[src/hdl/slap_pkg.sv]
package slap_pkg;

    // item opcodes
    localparam logic OP_TICK = 1'b0;
    localparam logic OP_SET  = 1'b1;

    // mode codes as carried by new_mode
    localparam logic [2:0] MODE_CODE_OFF     = 3'd0;
    localparam logic [2:0] MODE_CODE_PAIRING = 3'd1;
    localparam logic [2:0] MODE_CODE_PAIRED  = 3'd2;
    localparam logic [2:0] MODE_CODE_PRESS   = 3'd3;
    localparam logic [2:0] MODE_CODE_ERROR   = 3'd4;

    // display mode, one-hot
    typedef enum logic [4:0] {
        MODE_OFF     = 5'b00001,
        MODE_PAIRING = 5'b00010,
        MODE_PAIRED  = 5'b00100,
        MODE_PRESS   = 5'b01000,
        MODE_ERROR   = 5'b10000
    } mode_t;

    // configuration register indexes
    localparam int unsigned CFG_INDEX_W = 2;
    localparam logic [CFG_INDEX_W-1:0] CFG_PAIRING_PERIOD = 2'd0;
    localparam logic [CFG_INDEX_W-1:0] CFG_ERROR_PERIOD   = 2'd1;
    localparam logic [CFG_INDEX_W-1:0] CFG_FLASH_DURATION = 2'd2;

    localparam int unsigned CFG_DATA_W = 16;
    localparam logic [CFG_DATA_W-1:0] PAIRING_PERIOD_RST = 16'd500;
    localparam logic [CFG_DATA_W-1:0] ERROR_PERIOD_RST   = 16'd250;
    localparam logic [CFG_DATA_W-1:0] FLASH_DURATION_RST = 16'd100;

    // APA102 frame: only the LED word varies, the rest is zero
    typedef struct packed {
        logic [7:0] bright;
        logic [7:0] blue;
        logic [7:0] green;
        logic [7:0] red;
    } frame_t;

    // 0xE0 marker plus 5-bit global brightness
    function automatic logic [7:0] bright_byte(input logic [7:0] level);
        bright_byte = 8'hE0 | {3'b000, level[7:3]};
    endfunction

    localparam frame_t FRAME_DARK  = '{bright: 8'hE0, blue: 8'h00, green: 8'h00, red: 8'h00};
    localparam frame_t FRAME_BLUE  = '{bright: 8'hF0, blue: 8'hFF, green: 8'h00, red: 8'h00};
    localparam frame_t FRAME_GREEN = '{bright: 8'hF0, blue: 8'h00, green: 8'hFF, red: 8'h00};
    localparam frame_t FRAME_RED   = '{bright: 8'hF9, blue: 8'h00, green: 8'h00, red: 8'hFF};
    localparam frame_t FRAME_WHITE = '{bright: 8'hF9, blue: 8'hFF, green: 8'hFF, red: 8'hFF};

    // byte positions within a frame
    localparam int unsigned FRAME_LEN  = 12;
    localparam int unsigned BYTE_IDX_W = 4;
    localparam logic [BYTE_IDX_W-1:0] BYTE_BRIGHT = 4'd4;
    localparam logic [BYTE_IDX_W-1:0] BYTE_BLUE   = 4'd5;
    localparam logic [BYTE_IDX_W-1:0] BYTE_GREEN  = 4'd6;
    localparam logic [BYTE_IDX_W-1:0] BYTE_RED    = 4'd7;
    localparam logic [BYTE_IDX_W-1:0] BYTE_LAST   = 4'(FRAME_LEN - 1);

    localparam int unsigned FRAME_QUEUE_DEPTH = 4;

endpackage

[src/hdl/slap_front.sv]
module slap_front (
    input  logic                                clk,
    input  logic                                rst_n,
    input  logic                                cfg_we,
    input  logic [slap_pkg::CFG_INDEX_W-1:0]    cfg_index,
    input  logic [slap_pkg::CFG_DATA_W-1:0]     cfg_data,
    input  logic                                push,
    output logic                                full,
    input  logic                                opcode,
    input  logic [2:0]                          new_mode,
    input  logic [31:0]                         time_ms,
    output logic                                q_push,
    output slap_pkg::frame_t                    q_data,
    input  logic                                q_full
);
    import slap_pkg::*;

    logic [CFG_DATA_W-1:0] pair_period_reg;
    logic [CFG_DATA_W-1:0] err_period_reg;
    logic [CFG_DATA_W-1:0] flash_reg;

    mode_t       mode_reg, mode_next;
    logic [31:0] toggle_time_reg, toggle_time_next;
    logic        blink_on_reg, blink_on_next;

    logic        accept;
    logic [31:0] elapsed;
    logic        set_ok;
    mode_t       set_mode;

    assign full    = q_full;
    assign accept  = push && !q_full;
    assign elapsed = time_ms - toggle_time_reg;

    always_ff @(posedge clk or negedge rst_n)
    begin
        if (!rst_n)
        begin
            pair_period_reg <= PAIRING_PERIOD_RST;
            err_period_reg  <= ERROR_PERIOD_RST;
            flash_reg       <= FLASH_DURATION_RST;
        end
        else if (cfg_we)
        begin
            case (cfg_index)
                CFG_PAIRING_PERIOD: pair_period_reg <= cfg_data;
                CFG_ERROR_PERIOD:   err_period_reg  <= cfg_data;
                CFG_FLASH_DURATION: flash_reg       <= cfg_data;
                default:            ;
            endcase
        end
    end

    // decode set-mode code; codes past error are dropped
    always_comb
    begin
        set_ok   = 1'b1;
        set_mode = MODE_OFF;
        case (new_mode)
            MODE_CODE_OFF:     set_mode = MODE_OFF;
            MODE_CODE_PAIRING: set_mode = MODE_PAIRING;
            MODE_CODE_PAIRED:  set_mode = MODE_PAIRED;
            MODE_CODE_PRESS:   set_mode = MODE_PRESS;
            MODE_CODE_ERROR:   set_mode = MODE_ERROR;
            default:           set_ok   = 1'b0;
        endcase
    end

    always_comb
    begin
        mode_next        = mode_reg;
        toggle_time_next = toggle_time_reg;
        blink_on_next    = blink_on_reg;
        q_push           = 1'b0;
        q_data           = FRAME_DARK;
        if (accept)
        begin
            if (opcode == OP_SET)
            begin
                if (set_ok)
                begin
                    mode_next        = set_mode;
                    toggle_time_next = time_ms;
                    blink_on_next    = 1'b0;
                end
            end
            else
            begin
                case (mode_reg)
                    MODE_OFF:
                    begin
                        q_push = 1'b1;
                    end
                    MODE_PAIRING:
                    begin
                        if (elapsed > {16'd0, pair_period_reg})
                        begin
                            blink_on_next    = !blink_on_reg;
                            toggle_time_next = time_ms;
                            q_push           = 1'b1;
                            q_data           = blink_on_reg ? FRAME_DARK : FRAME_BLUE;
                        end
                    end
                    MODE_PAIRED:
                    begin
                        q_push = 1'b1;
                        q_data = FRAME_GREEN;
                    end
                    MODE_PRESS:
                    begin
                        if (elapsed < {16'd0, flash_reg})
                        begin
                            q_push = 1'b1;
                            q_data = FRAME_WHITE;
                        end
                        else
                        begin
                            mode_next = MODE_PAIRED;
                        end
                    end
                    MODE_ERROR:
                    begin
                        if (elapsed > {16'd0, err_period_reg})
                        begin
                            blink_on_next    = !blink_on_reg;
                            toggle_time_next = time_ms;
                            q_push           = 1'b1;
                            q_data           = blink_on_reg ? FRAME_DARK : FRAME_RED;
                        end
                    end
                    default:
                    begin
                        mode_next = MODE_OFF;
                    end
                endcase
            end
        end
    end

    always_ff @(posedge clk or negedge rst_n)
    begin
        if (!rst_n)
        begin
            mode_reg        <= MODE_OFF;
            toggle_time_reg <= 32'd0;
            blink_on_reg    <= 1'b0;
        end
        else
        begin
            mode_reg        <= mode_next;
            toggle_time_reg <= toggle_time_next;
            blink_on_reg    <= blink_on_next;
        end
    end

endmodule

[src/hdl/slap_fifo.sv]
module slap_fifo #(
    parameter int unsigned DEPTH = slap_pkg::FRAME_QUEUE_DEPTH
) (
    input  logic             clk,
    input  logic             rst_n,
    input  logic             wr_en,
    input  slap_pkg::frame_t wr_data,
    output logic             full,
    input  logic             rd_en,
    output slap_pkg::frame_t rd_data,
    output logic             empty
);
    import slap_pkg::*;

    localparam int unsigned PTR_W = (DEPTH > 1) ? $clog2(DEPTH) : 1;
    localparam int unsigned CNT_W = $clog2(DEPTH + 1);
    localparam logic [PTR_W-1:0] PTR_LAST = PTR_W'(DEPTH - 1);
    localparam logic [CNT_W-1:0] CNT_FULL = CNT_W'(DEPTH);

    frame_t            slot_reg [DEPTH];
    logic [PTR_W-1:0]  wr_ptr_reg, wr_ptr_next;
    logic [PTR_W-1:0]  rd_ptr_reg, rd_ptr_next;
    logic [CNT_W-1:0]  count_reg, count_next;
    logic              do_wr, do_rd;

    assign full    = (count_reg == CNT_FULL);
    assign empty   = (count_reg == '0);
    assign do_wr   = wr_en && !full;
    assign do_rd   = rd_en && !empty;
    assign rd_data = slot_reg[rd_ptr_reg];

    always_comb
    begin
        wr_ptr_next = wr_ptr_reg;
        rd_ptr_next = rd_ptr_reg;
        count_next  = count_reg;
        if (do_wr)
            wr_ptr_next = (wr_ptr_reg == PTR_LAST) ? '0 : wr_ptr_reg + 1'b1;
        if (do_rd)
            rd_ptr_next = (rd_ptr_reg == PTR_LAST) ? '0 : rd_ptr_reg + 1'b1;
        if (do_wr && !do_rd)
            count_next = count_reg + 1'b1;
        else if (do_rd && !do_wr)
            count_next = count_reg - 1'b1;
    end

    always_ff @(posedge clk)
    begin
        if (do_wr)
            slot_reg[wr_ptr_reg] <= wr_data;
    end

    always_ff @(posedge clk or negedge rst_n)
    begin
        if (!rst_n)
        begin
            wr_ptr_reg <= '0;
            rd_ptr_reg <= '0;
            count_reg  <= '0;
        end
        else
        begin
            wr_ptr_reg <= wr_ptr_next;
            rd_ptr_reg <= rd_ptr_next;
            count_reg  <= count_next;
        end
    end

endmodule

[src/hdl/slap_back.sv]
module slap_back (
    input  logic                 clk,
    input  logic                 rst_n,
    input  logic                 q_empty,
    input  slap_pkg::frame_t     q_data,
    output logic                 q_pop,
    output logic                 empty,
    input  logic                 pop,
    output logic [7:0]           frame_byte,
    output logic                 frame_last
);
    import slap_pkg::*;

    logic [BYTE_IDX_W-1:0] idx_reg, idx_next;
    logic                  valid_reg, valid_next;
    logic [7:0]            byte_reg, byte_next;
    logic                  last_reg, last_next;
    logic                  load;
    logic [7:0]            sel_byte;

    // output slot free or being drained this cycle
    assign load  = !q_empty && (!valid_reg || pop);
    assign q_pop = load && (idx_reg == BYTE_LAST);

    always_comb
    begin
        case (idx_reg)
            BYTE_BRIGHT: sel_byte = q_data.bright;
            BYTE_BLUE:   sel_byte = q_data.blue;
            BYTE_GREEN:  sel_byte = q_data.green;
            BYTE_RED:    sel_byte = q_data.red;
            default:     sel_byte = 8'h00;
        endcase
    end

    always_comb
    begin
        idx_next   = idx_reg;
        valid_next = valid_reg;
        byte_next  = byte_reg;
        last_next  = last_reg;
        if (load)
        begin
            valid_next = 1'b1;
            byte_next  = sel_byte;
            last_next  = (idx_reg == BYTE_LAST);
            idx_next   = (idx_reg == BYTE_LAST) ? '0 : idx_reg + 1'b1;
        end
        else if (pop)
        begin
            valid_next = 1'b0;
        end
    end

    always_ff @(posedge clk or negedge rst_n)
    begin
        if (!rst_n)
        begin
            idx_reg   <= '0;
            valid_reg <= 1'b0;
        end
        else
        begin
            idx_reg   <= idx_next;
            valid_reg <= valid_next;
        end
    end

    always_ff @(posedge clk)
    begin
        byte_reg <= byte_next;
        last_reg <= last_next;
    end

    assign empty      = !valid_reg;
    assign frame_byte = byte_reg;
    assign frame_last = last_reg;

endmodule

[src/hdl/status_led_pattern_apa102.sv]
// A tick's frame goes through the frame queue, then out of the back's output register.
// A tick that emits a frame occupies the byte serializer for its 12 bytes, one byte
// per cycle while each byte is popped; set-mode items and silent ticks push no frame.
// The frame queue lets the front keep taking items while up to FRAME_DEPTH frames wait.
// Reset (rst_n, async, active low): mode off, dark blink phase, toggle time 0,
// periods 500/250 ms, flash 100 ms, frame queue and output emptied.
module status_led_pattern_apa102 #(
    parameter int unsigned FRAME_DEPTH = slap_pkg::FRAME_QUEUE_DEPTH
) (
    input  logic                              clk,
    input  logic                              rst_n,
    // configuration writes
    input  logic                              cfg_we,
    input  logic [slap_pkg::CFG_INDEX_W-1:0]  cfg_index,
    input  logic [slap_pkg::CFG_DATA_W-1:0]   cfg_data,
    // input word
    input  logic                              push,
    output logic                              full,
    input  logic                              opcode,
    input  logic [2:0]                        new_mode,
    input  logic [31:0]                       time_ms,
    // result word
    output logic                              empty,
    input  logic                              pop,
    output logic [7:0]                        frame_byte,
    output logic                              frame_last
);
    import slap_pkg::*;

    // front -> queue
    logic   fq_push;
    frame_t fq_wdata;
    logic   fq_full;
    // queue -> back
    logic   fq_pop;
    frame_t fq_rdata;
    logic   fq_empty;

    // Front: mode/blink state machine. Each tick either updates state
    // silently or pushes one frame descriptor (brightness + BGR).
    slap_front u_front (
        .clk       (clk),
        .rst_n     (rst_n),
        .cfg_we    (cfg_we),
        .cfg_index (cfg_index),
        .cfg_data  (cfg_data),
        .push      (push),
        .full      (full),
        .opcode    (opcode),
        .new_mode  (new_mode),
        .time_ms   (time_ms),
        .q_push    (fq_push),
        .q_data    (fq_wdata),
        .q_full    (fq_full)
    );

    // Descriptor queue decouples the state machine from the serializer.
    slap_fifo #(
        .DEPTH (FRAME_DEPTH)
    ) u_fifo (
        .clk     (clk),
        .rst_n   (rst_n),
        .wr_en   (fq_push),
        .wr_data (fq_wdata),
        .full    (fq_full),
        .rd_en   (fq_pop),
        .rd_data (fq_rdata),
        .empty   (fq_empty)
    );

    // Back: expands each descriptor into the 12-byte APA102 frame
    // (4 zero start bytes, LED word, 4 zero end bytes) into a output register.
    slap_back u_back (
        .clk        (clk),
        .rst_n      (rst_n),
        .q_empty    (fq_empty),
        .q_data     (fq_rdata),
        .q_pop      (fq_pop),
        .empty      (empty),
        .pop        (pop),
        .frame_byte (frame_byte),
        .frame_last (frame_last)
    );

endmodule

[config.mk]
export PLATFORM = sky130hd
export DESIGN_NAME = status_led_pattern_apa102
export DESIGN_NICKNAME = d
export VERILOG_FILES = /design/src/hdl/slap_pkg.sv /design/src/hdl/slap_front.sv /design/src/hdl/slap_fifo.sv /design/src/hdl/slap_back.sv /design/src/hdl/status_led_pattern_apa102.sv
export SDC_FILE = /design/constraint.sdc
export NUM_CORES = 1
export LEC_CHECK = 0
export BUFFER_PORTS_ARGS = -buffer_cell sky130_fd_sc_hd__buf_2
export CELL_PAD_IN_SITES_DETAIL_PLACEMENT = 0
export CELL_PAD_IN_SITES_GLOBAL_PLACEMENT = 1
export CORE_MARGIN = 2
export CORE_UTILIZATION = 50
export DETAILED_ROUTE_END_ITERATION = 8
export PLACE_DENSITY = 0.81
export SLEW_MARGIN = 20
export SYNTH_ARGS = -nofsm -noshare
export SYNTH_HDL_FRONTEND = slang
export SYNTH_SLANG_ARGS = --single-unit
[constraint.sdc]
create_clock -name clk -period 7.7 [get_ports clk]
set_clock_uncertainty 0.1 [all_clocks]
set_input_delay 1.54 -clock clk [delete_from_list [all_inputs] [get_ports clk]]
set_output_delay 1.54 -clock clk [all_outputs]
set_load 0.05 [all_outputs]
After elaboration in Yosys (flattened, before gate mapping)
Memories as Yosys holds them, arrays and structs flattened.
Cells that the tools add are included.
- logic and storage cells: 115
- memory bits (writable): 128
- output and inout bits: 11
- memories kept: 1
- register bits after elaboration: 107
- $add $sub $neg: 6
- eq/ne operators: 24
- magnitude comparators: 3
- reductions and logical operators: 28
- mux-type cells: 40
- memory list (memory ; depth ; bits a word ; rd ports ; clocked after Yosys merged registers in ; wr ports ; line ; RTL):
    u_fifo.slot_reg ; 4 ; 32 ; 1 ; 0 ; 1 ; slap_fifo.sv:20 ; frame_t slot_reg [DEPTH];
- operators by type and width (operator ; number):
    2-to-1 mux 32 bit ; 8
    case mux 32 bit (4 select lines) ; 1
    2-to-1 mux 29 bit ; 3
    greater-than comparator 32 x 16 -> 1 bit ; 2
    case mux 32 bit (2 select lines) ; 1
    less-than comparator 32 x 16 -> 1 bit ; 1
    case mux 8 bit (4 select lines) ; 1
    subtractor 32 bit ; 1
    case mux 5 bit (4 select lines) ; 1
    equality test 4 x 3 -> 1 bit, second input constant ; 4
    2-to-1 mux 5 bit ; 3
    2-to-1 mux 1 bit ; 14
    case mux 5 bit (2 select lines) ; 1
    logical AND 1 bit ; 7
    equality test 2 bit, second input constant ; 3
    equality test 3 x 2 -> 1 bit, second input constant ; 2
    equality test 3 bit, second input constant ; 2
    logical NOT 1 bit ; 6
    logical NOT 3 bit ; 2
    2-to-1 mux 3 bit ; 2
    != test 3 x 2 -> 1 bit, second input constant ; 2
    AND reduction 2 bit ; 3
    equality test 5 x 1 -> 1 bit, second input constant ; 1
    equality test 5 x 2 -> 1 bit, second input constant ; 1
    25 further kinds ; 29

Longest topological paths before layout
- depth after elaboration: 11
- mapped depth: 25
- mapped depth without buffers: 25

By module
Synthesis repeated with hierarchy kept, for this count alone.
- cells, all modules: 1041
- area, all modules: 12728.5 um^2
- modules (own cells, without submodules) (module ; area an instance (um^2) ; seq. area each (um^2) ; cells each ; instances):
    slap_front ; 6914.1 ; 2172.1 ; 768 ; 1
    slap_fifo ; 5056.1 ; 4018.9 ; 205 ; 1
    slap_back ; 758.2 ; 395.4 ; 68 ; 1

Least setup slack after synthesis
No wires, ideal clock.
- kind: in2reg
- start: input port time_ms[0]
- end: register u_fifo.count_reg[2]
- slack: 1.933 ns
- setup time: 0.079 ns
- stages: 24
- arrival time: 5.588 ns
- path through: inv_1 > ha_1 > fa_1 > nor2b_1 > o2111ai_1 > a211oi_1 > nor2_1 > nand2_1 > xor2_1 > ha_1 > nand4_1 > or2_2 > a21oi_1 > o22a_1 > nor4_1 > nand3_1 > nand2_1 > a31oi_2 > ha_1 > inv_1 > fa_1 > xor2_1 > nor2_1 > xor2_1
- longest elaborated chain between the ends: 10
- RTL lines (element ; line ; RTL):
    start, declared ; status_led_pattern_apa102.sv:21 ; input logic [31:0] time_ms,
    subtractor 32 bit * ; slap_front.sv:33 ; assign elapsed = time_ms - toggle_time_reg;
    greater-than comparator 32 x 16 -> 1 bit, or another cell as far along ; slap_front.sv:123 ; if (elapsed > {16'd0, err_period_reg})
    2-to-1 mux 1 bit, on equally long branches ; slap_front.sv:123, slap_front.sv:96, slap_front.sv:111 ;
    case mux 1 bit (4 select lines) * ; slap_front.sv:89 ; case (mode_reg)
    2-to-1 mux 1 bit * ; slap_front.sv:78 ; if (opcode == OP_SET)
    2-to-1 mux 1 bit * ; slap_front.sv:76 ; if (accept)
    logical AND 1 bit * ; slap_fifo.sv:28 ; assign do_wr = wr_en && !full;
    via u_fifo.do_wr ; slap_fifo.sv:24 ; logic do_wr, do_rd;
    logical NOT 1 bit ; slap_fifo.sv:43 ; else if (do_rd && !do_wr)
    logical AND 1 bit ; slap_fifo.sv:43 ;
    nonzero test 2 bit (no line) ; - ;
    end signal, assigned ; slap_fifo.sv:65 ; count_reg <= count_next;
    end, declared ; slap_fifo.sv:23 ; logic [CNT_W-1:0] count_reg, count_next;
Mark *: on every way through the listed nets, which the timed path passes. The rest lies on a longest branch.
A chain may end at the register's enable or synchronous reset.

Worst setup path after layout
Ends and elaborated chain as after synthesis.

==> impl_metrics.tcl <==
set metrics [dict create \
    status "completed" \
    critPathRequiredTime_ns 7.94 \
    max_transition_viols_final 0 \
    gp_congestion 0.882 \
    fp.dieW_um 135 \
    worstHoldPathType "reg -> reg" \
    timing.critical_path.fanout_max 7 \
    die_h_um 135 \
    leakage_power_total_uw 0.00454 \
    detail_routed_net_length_per_standard_cell_um 16.4 \
    max_freq_mhz 167 \
    cellPowerDensity_nw_per_um2 423 \
    ctsRootBufferMaster "sky130_fd_sc_hd__clkbuf_16" \
    drt-pass1-iter-count 5 \
    post_synth_instance_area_um2 8530 \
    layoutNonFillerInstCount 1164 \
    clkTransAtPathRegs_ns 0.06 \
    crit_path_end_kind "flop" \
    die_area_um2 18100 \
    critical_path_start "time_ms[0]" \
    fin_hold_ws_ns 0.391 \
    timing.max_cap.violations 0 \
    post-cts-setup-buffers 0 \
    route.detailed.drc 0 \
    via_count 6494 \
    hold_buffers 0 \
    grt_overflow 0 \
    detail_route.wirelength_mm 19.1 \
    final_nets 1080 \
    wire_length_of_the_first_global_routing_pass_mm 32.3 \
    clock_insertion_delay_worst_skew_ns 0.42 \
    grt_max_degree 59 \
    global_route.usage.total_pct 22.4 \
    drtIter0Drc 366 \
    timing.final.crit_share_pct 77.6 \
    worst-setup-path-type "in -> reg" \
    synth-seq-area-share_pct 36.4 \
    min_period_ns 5.97 \
    antenna-diode-count 0 \
    placement_rows 47 \
    yosys_warnings 0 \
    vias_in_the_first_global_route 6523 \
    ys_seq_elements 119 \
    tns_ns 0 \
    synth_cell_types 67 \
    finalHoldViolCount 0 \
    synthCells 870 \
    fillCellCount 1471 \
    dominantRegCellSynth "sky130_fd_sc_hd__dfrtp_1" \
    report.final.setup_viol 0 \
    worst_setup_path_start_kind "input pin" \
    vdd.ir_drop.worst_uv 247 \
    post-route-cell-area_um2 9590 \
    rsz0062_at_grt "no" \
    largest_reg_flops 32 \
    cts_buffers 17 \
    reg2reg_from "u_front.toggle_time_reg[0]$_DFFE_PN0P_" \
    clock_path_buffers 2 \
    ant_nets 0 \
    clock_sink_count 119 \
    arrival_ns 6.22 \
    starting_utilization_of_the_core_area_pct 51.3 \
    cell_count_after_placement 1132 \
    core-area_um2 16600 \
    cts_tree "yes" \
    post_cts_resize_count 0 \
    synth_async_sr_flop_share_pct 82.4 \
    synthesis.nets 1019 \
    dpl_cell_area_um2 9010 \
    grt_antenna_before_repair 0 \
    min-delay-start "u_front.blink_on_reg$_DFFE_PN0P_" \
    slew_limit_headroom_pct 33.0 \
    detailedPlacementHpwl_mm 14.4 \
    drive_above_1_share_pct 22.6 \
    clock_tree.htree_level_count 4 \
    vias_per_cell 5.58 \
    io_pins 70 \
    port-buffer-count 69 \
    synth-edff-count 21 \
    area.growth.synth_to_final_pct 12.4 \
    post_synth.cell_area_avg_um2 9.81 \
    fin_util_pct 57.6 \
    worst_slew_pin_slew_ns 1.00 \
]
worst paths after layout:
check                                                               end  slack (ns)  depth (start not counted)
worst max-delay path                    u_fifo.count_reg[2]$_DFFE_PN0P_        1.73                         25
worst min-delay path                   u_front.blink_on_reg$_DFFE_PN0P_        0.39                          1
worst max register to register          u_fifo.count_reg[2]$_DFFE_PN0P_        2.60                         23
worst min register to register         u_front.blink_on_reg$_DFFE_PN0P_        0.39                          1
max in group asynchronous       u_front.toggle_time_reg[23]$_DFFE_PN0P_        5.32                          2
min in group asynchronous              u_front.flash_reg[9]$_DFFE_PN0P_        1.00                          1
cell usage in the layout, fill, tap and decap left out, types with 13 or more instances in the layout:
cell type / n
sky130_fd_sc_hd__inv_1: 94
sky130_fd_sc_hd__ha_1: 88
sky130_fd_sc_hd__dfrtp_1: 82
sky130_fd_sc_hd__nand2_1: 72
sky130_fd_sc_hd__buf_2: 68
sky130_fd_sc_hd__a21oi_1: 53
sky130_fd_sc_hd__o21ai_0: 50
sky130_fd_sc_hd__mux2_2: 43
sky130_fd_sc_hd__nor2_1: 42
sky130_fd_sc_hd__a21o_1: 35
sky130_fd_sc_hd__mux2_4: 28
sky130_fd_sc_hd__edfxtp_1: 21
sky130_fd_sc_hd__nand4_1: 19
sky130_fd_sc_hd__clkbuf_16: 17
sky130_fd_sc_hd__dfstp_2: 16
sky130_fd_sc_hd__nor3_1: 13
report_power, final:
group | leakage, uW | switching [uW] | internal (uW)
Combinational | 0.00291 | 1340 | 959
Sequential | 0.00135 | 119 | 841
Clock | 0.000281 | 286 | 513
area by class of cell:
type,instances,area [um^2],area share [%]
inverters,94,353,3.68
clock buffers,22,454,4.73
repair buffers,73,378,3.94
well taps,220,275,2.87
multi-input cells,626,4900,51.1
flip-flops and latches,119,3100,32.3
clock inverters,10,129,1.34
synth_stat cells (all sizes together), types with 3 or more instances:
cell    count  area (um^2)
a211o       4         35.0
a211oi      7         52.6
a21boi      3         22.5
a21o       35          263
a21oi      57          300
a22o        3         26.3
a31oi      12         87.6
and2        6         37.5
and3        6         37.5
and4        5         43.8
buf        21          143
clkbuf     10         37.5
dfrtp      82         2050
dfstp      16          420
edfxtp     21          631
ha         88         1100
inv        94          353
mux2       71          905
mux2i       3         30.0
mux4        4         90.1
nand2      72          270
nand2b      4         25.0
nand3      12         60.1
nand3b      5         37.5
nand4      19          119
nor2       42          158
nor2b       6         37.5
nor3       13         65.1
nor3b       4         30.0
nor4        8         56.3
o211ai      5         37.5
o21a        8         60.1
o21ai      56          288
o221ai      3         43.8
o31ai       5         56.3
or2         6         37.5
or3         6         37.5
xnor2      11         96.3
xor2       12          105
per-layer routing:
layer  global-route usage [%]  wire length [um]
met1                     30.4              9230
met2                     37.0              8970
met3                     3.45               619
met4                     6.96               265
met5                        0                 0
worst max-delay path, cell delays in order:
cell,delay [ns]
sky130_fd_sc_hd__buf_2,0.09
sky130_fd_sc_hd__inv_1,0.04
sky130_fd_sc_hd__ha_1,0.22
sky130_fd_sc_hd__fa_1,0.40
sky130_fd_sc_hd__nor2b_1,0.18
sky130_fd_sc_hd__o2111ai_1,0.21
sky130_fd_sc_hd__a211oi_1,0.37
sky130_fd_sc_hd__nor2_1,0.11
sky130_fd_sc_hd__nand2_1,0.09
sky130_fd_sc_hd__xor2_1,0.25
sky130_fd_sc_hd__ha_1,0.19
sky130_fd_sc_hd__nand4_1,0.10
sky130_fd_sc_hd__or2_2,0.32
sky130_fd_sc_hd__a21oi_1,0.13
sky130_fd_sc_hd__o22a_1,0.17
sky130_fd_sc_hd__nor4_1,0.05
sky130_fd_sc_hd__nand3_1,0.11
sky130_fd_sc_hd__nand2_1,0.10
sky130_fd_sc_hd__a31oi_2,0.39
sky130_fd_sc_hd__ha_1,0.25
sky130_fd_sc_hd__inv_1,0.07
sky130_fd_sc_hd__fa_1,0.44
sky130_fd_sc_hd__xor2_1,0.17
sky130_fd_sc_hd__nor2_1,0.11
sky130_fd_sc_hd__xor2_1,0.14
through the flow:
stage / power (uW) / setup slack [ns]
after CTS: 4060 / 1.70
after floorplan: 2730 / 1.93
after global routing: 4400 / 1.30
after detailed placement: 3230 / 1.27
after global placement: 3220 / 1.42
final: 4050 / 1.73
cell families (layout without fill, tap and decap cells):
family | Yosys count | count (layout) | synth area share (%)
flops | 119 | 119 | 36.4
xor+xnor | 23 | 23 | 2.36
buf+inv | 125 | 199 | 6.25
simple gates | 216 | 216 | 12.6
mux | 78 | 78 | 12.0
compound gates | 219 | 219 | 17.1
fa+ha+maj | 90 | 90 | 13.4
Note: power is estimated with default switching activity, not from simulation.
